**src/rtl/pie_pkg.sv**
```systemverilog
// Shared widths and the per-axis stage control type of the particle integrator.
package pie_pkg;

   localparam int VAL_W   = 32;  // position, velocity, age, lifetime
   localparam int DT_W    = 20;  // step time, Q4.16
   localparam int DRAG_W  = 16;  // drag coefficient, Q8.8
   localparam int X_W     = DRAG_W + DT_W;  // drag * dt, Q12.24
   localparam int X_LIM_W = 29;  // table covers drag * dt below 32.0

   // Load enables of the four per-axis stages.
   typedef struct packed {
      logic ld_mul;
      logic ld_scale;
      logic ld_move;
      logic ld_out;
   } axis_ctl_type;

endpackage

```
**src/rtl/pie_axis.sv**
```systemverilog
// One axis lane: drag scaling of the velocity, then the position step.
module pie_axis (
   input  logic                                clock,
   input  pie_pkg::axis_ctl_type               ctl,
   input  logic        [pie_pkg::VAL_W-1:0]    factor,
   input  logic signed [pie_pkg::VAL_W-1:0]    pos_in,
   input  logic signed [pie_pkg::VAL_W-1:0]    vel_in,
   input  logic        [pie_pkg::VAL_W-1:0]    vabs_in,
   input  logic                                scale,
   input  logic        [pie_pkg::DT_W-1:0]     dt,
   input  logic                                apply,
   output logic signed [pie_pkg::VAL_W-1:0]    new_pos,
   output logic signed [pie_pkg::VAL_W-1:0]    new_vel
);

   localparam int VW = pie_pkg::VAL_W;
   localparam int MW = 2 * VW;               // |v| * factor
   localparam int PW = VW + pie_pkg::DT_W;   // |v'| * dt
   localparam int SW = VW + 6;               // position sum with headroom

   logic        [MW-1:0] prod6_ff;
   logic signed [VW-1:0] pos6_ff;
   logic signed [VW-1:0] vel6_ff;
   logic        [VW-1:0] vabs6_ff;

   logic        [MW-1:0] rnd7;
   logic        [VW-1:0] q7;
   logic signed [VW-1:0] vel7_in;
   logic        [VW-1:0] mag7_in;
   logic signed [VW-1:0] pos7_ff;
   logic signed [VW-1:0] vel7_ff;
   logic        [VW-1:0] mag7_ff;

   logic        [PW-1:0] prod8_ff;
   logic signed [VW-1:0] pos8_ff;
   logic signed [VW-1:0] vel8_ff;

   logic        [PW-1:0] rnd9;
   logic        [PW-17:0] dist9;
   logic signed [SW-1:0] sum9;
   logic signed [VW-1:0] sat9;
   logic signed [VW-1:0] pos9_in;
   logic signed [VW-1:0] pos9_ff;
   logic signed [VW-1:0] vel9_ff;

   // round half away from zero on the magnitude, then restore the sign
   always_comb begin
      rnd7    = prod6_ff + (MW'(1) << 30);
      q7      = rnd7[VW+30:31];
      vel7_in = vel6_ff;
      mag7_in = vabs6_ff;
      if (scale) begin
         vel7_in = vel6_ff[VW-1] ? -signed'(q7) : signed'(q7);
         mag7_in = q7;
      end
   end

   always_comb begin
      rnd9  = prod8_ff + (PW'(1) << 15);
      dist9 = rnd9[PW-1:16];
      if (vel8_ff[VW-1]) begin
         sum9 = SW'(pos8_ff) - signed'(SW'(dist9));
      end else begin
         sum9 = SW'(pos8_ff) + signed'(SW'(dist9));
      end
      sat9 = sum9[VW-1:0];
      if (sum9[SW-1:VW-1] != {(SW-VW+1){sum9[VW-1]}}) begin
         sat9 = sum9[SW-1] ? {1'b1, {(VW-1){1'b0}}} : {1'b0, {(VW-1){1'b1}}};
      end
      pos9_in = apply ? sat9 : pos8_ff;
   end

   always_ff @(posedge clock) begin
      if (ctl.ld_mul) begin
         prod6_ff <= MW'(vabs_in) * MW'(factor);
         pos6_ff  <= pos_in;
         vel6_ff  <= vel_in;
         vabs6_ff <= vabs_in;
      end
      if (ctl.ld_scale) begin
         pos7_ff <= pos6_ff;
         vel7_ff <= vel7_in;
         mag7_ff <= mag7_in;
      end
      if (ctl.ld_move) begin
         prod8_ff <= PW'(mag7_ff) * PW'(dt);
         pos8_ff  <= pos7_ff;
         vel8_ff  <= vel7_ff;
      end
      if (ctl.ld_out) begin
         pos9_ff <= pos9_in;
         vel9_ff <= vel8_ff;
      end
   end

   assign new_pos = pos9_ff;
   assign new_vel = vel9_ff;

endmodule

```
**config.mk**
```make
export PLATFORM = sky130hd
export DESIGN_NAME = pie_axis
export DESIGN_NICKNAME = d
export VERILOG_FILES = /design/src/rtl/pie_pkg.sv /design/src/rtl/pie_axis.sv
export SDC_FILE = /design/constraint.sdc
export NUM_CORES = 2
export LEC_CHECK = 0
export ABC_AREA = 0
export BUFFER_PORTS_ARGS = -buffer_cell sky130_fd_sc_hd__buf_2
export CAP_MARGIN = 25
export CORE_UTILIZATION = 40
export DETAILED_ROUTE_END_ITERATION = 6
export PLACE_DENSITY = 0.59
export SLEW_MARGIN = 20
export SYNTH_ARGS = -nofsm -noshare
export SYNTH_HDL_FRONTEND = slang
export SYNTH_SLANG_ARGS = --single-unit
```
**constraint.sdc**
```tcl
create_clock -name clock -period 7.45 [get_ports clock]
set_input_delay 0.3725 -clock clock [delete_from_list [all_inputs] [get_ports clock]]
set_output_delay 0.3725 -clock clock [all_outputs]
set_load 0.02 [all_outputs]
```
---- Word level (Yosys, flattened, before mapping) ----
Index checks and enable logic that the tools add are counted.
word-level totals
  bits in registers ....................... 435
  bits in latches ......................... 0
  bits in writable memories ............... 0
  memory bits (read-only) ................. 0
  input bits .............................. 155
  output and inout port bits .............. 64
  word-level logic and storage cells ...... 27
  memories kept ........................... 0
operators by class
  add/sub/neg operators ................... 5
  multiply operators ...................... 2
  divide/modulo/power cells ............... 0
  order comparisons ....................... 0
  equality and inequality tests ........... 1
  shift operators ......................... 0
  multiplexer cells ....................... 7
  bitwise operators ....................... 0
  reduce and logical (&&, ||, !) cells .... 0
operator list
  operator                                                          number
  32-bit 2-to-1 mux                                                 6
  63-bit by 31-bit adder with 63-bit output, second input constant  1
  32-bit by 32-bit multiplier with 63-bit output                    1
  52-bit by 16-bit adder with 52-bit output, second input constant  1
  32-bit by 20-bit multiplier with 52-bit output                    1
  32-bit by 37-bit adder with 38-bit output                         1
  38-bit 2-to-1 mux                                                 1
  32-bit by 37-bit subtractor with 38-bit output                    1
  32-bit negator                                                    1
  6-bit != test                                                     1

---- Longest topological paths before layout ----
  word-level depth ........................ 6
  gate-level depth with buffers ........... 30
  gate-level depth less buffers ........... 29

---- Least setup slack after synthesis ----
OpenSTA, ideal clock, no wires.
  path kind ............................... input-to-reg
  start point ............................. input port vabs_in[29] (netlist bit)
  end point ............................... register prod6_ff[62], data pin
  setup time .............................. 261 ps
  arrival time ............................ 7,356 ps
  required time ........................... 7,189 ps
  slack ................................... -167 ps
  stages on the path ...................... 25
  path buffers ............................ 2
  cells stage by stage .................... clkbuf_1 > nand2_1 > fa_1 > inv_1 > fa_1 > inv_1 > fa_1 > fa_1 > inv_1 > fa_1 > fa_1 > fa_1 > fa_1 > ha_1 > clkbuf_1 > a21o_1 > a21o_1 > a21oi_1 > a21oi_1 > a2111oi_0 > a21bo_2 > a22oi_1 > o31ai_1 > a41o_1 > a311o_1
between the ends
  cells in the longest elaborated chain, start to end .. 1
RTL lines
  what                                            RTL line        RTL
  start, declared                                 pie_axis.sv:8   input logic [pie_pkg::VAL_W-1:0] vabs_in,
  32-bit by 32-bit multiplier with 63-bit output  pie_axis.sv:75  prod6_ff <= MW'(vabs_in) * MW'(factor);
  end signal, assigned                            pie_axis.sv:75
  end, declared                                   pie_axis.sv:21  logic [MW-1:0] prod6_ff;
Every way passes these cells.
A chain may end at the register's enable or synchronous reset.

---- Final worst setup path ----
  start point ............................. input port factor[2] (netlist bit)
  end point ............................... register prod6_ff[55], data pin
between the ends
  cells in the longest elaborated chain, start to end .. 1
RTL lines
  what                                            RTL line        RTL
  start, declared                                 pie_axis.sv:5   input logic [pie_pkg::VAL_W-1:0] factor,
  32-bit by 32-bit multiplier with 63-bit output  pie_axis.sv:75
Every way passes these cells.

==> flow_summary.ini <==
[critical_path]
critPathLaunchType = input port
end_kind = register
worstPathRequired_ps = 7780
ff2ff_path_depth = 27
cp_top_family = adder cells
crit_buf_inv = 6
cp_slowest_cell = fa_1
crit_arrival_ps = 7820
r2r_slack_ps = 220
cpPeakStageDelay_ps = 570
crit_top_cell = fa_1
timing.rr.start = mag7_ff[10]
worstReg2RegEnd = prod8_ff[45]
critPathKind = input port to register
worst-path-max-fanout = 15

[logic_synthesis]
synth_top_area_cell = fa_1
yosys-top-cells-area = fa_1 (41%), edfxtp_1 (17%), ha_1 (8.1%)
yosysMostFrequentCell = inv_1
ys_types = 97
yosysWarnings = 0
ys_ff_latch = 390
avgSynthCellArea_um2 = 9.86
yosysSeqAreaShare_pct = 16.7
synth_top_cell_area_share_pct = 40.8
yosys_most_used_dff = edfxtp_1
synth_edf_count = 390
synth_common_cells = inv_1 (1488), fa_1 (1430), nand2_1 (939)
async_flop_share_pct = 0
synthCells = 7122
synthesis.area_um2 = 70200
syn-num-nets = 9162

[drt]
drt_iter0_drc = 2484
drc = 0
firstDrtPassIters = 5
totalWireLength_mm = 190
vias = 49210
avgViaCountPerCell = 4.95
ant_nets = 0
post_drt_wl_per_cell_um = 19.1

[floorplanning]
die_x_um = 421
core.rowCount = 153
start_util_pct = 40.3
io_pins = 219
coreArea_um2 = 174000
dieArea_um2 = 177000
chipHeight_um = 421

[clock_tree]
clkSinkCount = 390
clock_path_buffers = 3
numCtsBuffers = 40
htree_levels = 2
cts_tree = built
clock_latency_ps = 610
root_buffer = clkbuf_16
clk_pin_slew_ps = 60

[placed_design]
hpwl_mm = 163
dp.cells = 9773
portBuffers = 218
gp_congestion = 0.905

[timing]
finalCriticalPeriod_ps = 7490
fin_crit_sh_pct = 101
max_freq_mhz = 133
relSlewSlack_pct = 38.7
rsz0062_at_grt = true
finalSetupTns_ps = -43.3
fin_hold_ws_ps = 176
finClkSkew_ps = 38.3
drv_slew = 0
setup_ws_ps = -43.3
worst_pin_slew_ps = 910
setup-violations-final = 1
finalHoldViolCount = 0

[worst_hold_path]
hold_start = ctl[0]
hp-class = input port to register
hold_depth = 1
hold_path_end = new_pos[23]

[finish]
top_register = prod8_ff
nets = 9615
syn_to_final_growth_pct = 13.3
final_cells = 9932
drive_gt1_share_pct = 12.6
largest_reg_flops = 37
reg_top3 = prod8_ff (37), prod6_ff (33)
post-route-util_pct = 45.7

[global_routing]
grt_first_pass_wirelength_mm = 300
gr-usage-met2_pct = 38.5
grt_usage_pct = 21.5
grt_remaining_overflow = 0
antenna_found_initial = 18
grt.busiest_layer = met2
met3_usage_pct = 2.06
grt_start_max_net_pins = 77
use_met1_pct = 27.9
grt_pass1_vias = 53147

[flow_run]
maxCapViolations = 0

[outcome]
failed_checks = negative setup slack
status = finished, violations left
-- cell type report --
type | instances | area (um2)
inverters | 1489 | 5590
repair buffers | 784 | 6260
fillers | 16528 | 94600
well taps | 2325 | 2910
flip-flops and latches | 390 | 11700
multi-input cells | 4870 | 51800
clock buffers | 45 | 1020
diodes | 3 | 7.51
clock inverters | 26 | 253
-- layer usage --
layer	up-vias	wire [um]
met4	22	5070
met1	25358	80100
li1	22428	-
met2	1149	96200
met3	253	8340
met5	-	137
-- cells in the final DEF (no fill, tap or decap), types with 11 or more instances in the layout --
cell type / count
o2bb2ai_2: 11
and4_1: 16
a31oi_1: 20
o21a_1: 14
nor3_1: 27
ha_1: 446
dlygate4sd3_1: 64
inv_1: 1479
o211ai_1: 13
edfxtp_1: 390
buf_12: 38
buf_6: 25
xor2_1: 95
clkbuf_16: 42
xnor2_1: 142
nand3_1: 53
mux2_2: 34
fa_1: 1408
and3_1: 28
a21o_1: 51
fa_2: 22
nand4_1: 42
nand2b_1: 12
a211oi_1: 12
nor2_1: 142
o21bai_1: 17
buf_4: 446
a21oi_1: 155
o21ai_0: 71
nand2_1: 939
and2_1: 852
buf_2: 192
nor2b_1: 26
nor4_1: 15
-- worst max-delay path by stage --
stage	start	cells after the start	end	slack (ps)
floorplan	factor[4]	26	prod6_ff[51]	3
detailed placement	vabs_in[16]	29	prod6_ff[55]	-880
CTS	factor[10]	28	prod6_ff[62]	7
finish	factor[2]	26	prod6_ff[55]	-40
global placement	vabs_in[16]	29	prod6_ff[55]	-820
global route	vabs_in[8]	26	prod6_ff[55]	-170
-- kinds of logic (layout without fill, tap and decap cells) --
kind of cell	count (synthesis)	count (layout)	share of synthesized area, %
flip-flops	390	390	16.7
other	0	3	0
XOR/XNOR	240	240	3.03
adder cells (fa/ha/maj)	1885	1885	48.9
buffers and inverters	1862	2344	10.1
AO/OA/AOI/OAI	492	492	4.75
AND/OR/NAND/NOR	2212	2212	16.0
multiplexers	41	41	0.645
-- through the flow --
stage | instance area, um2 | setup WS, ps
after floorplan | 70300 | 2.56
after global placement | 76800 | -822
after detailed placement | 76800 | -885
after CTS | 78800 | 6.66
after global routing | 79600 | -170
final | 79600 | -43.3
-- timing repair --
item | in CTS | in global routing
hold endpoints to repair | 64 | 0
resized for setup | 24 | 143
endpoints found under the setup margin | 15 | 27
hold buffers | 64 | 0
gates cloned | 0 | 2
buffers inserted | 2 | 18
pin swaps | 6 | 75
Power is left out: the tool's default activity adds up to more than one toggle a clock period on the data nets, which glitch-free logic cannot reach.
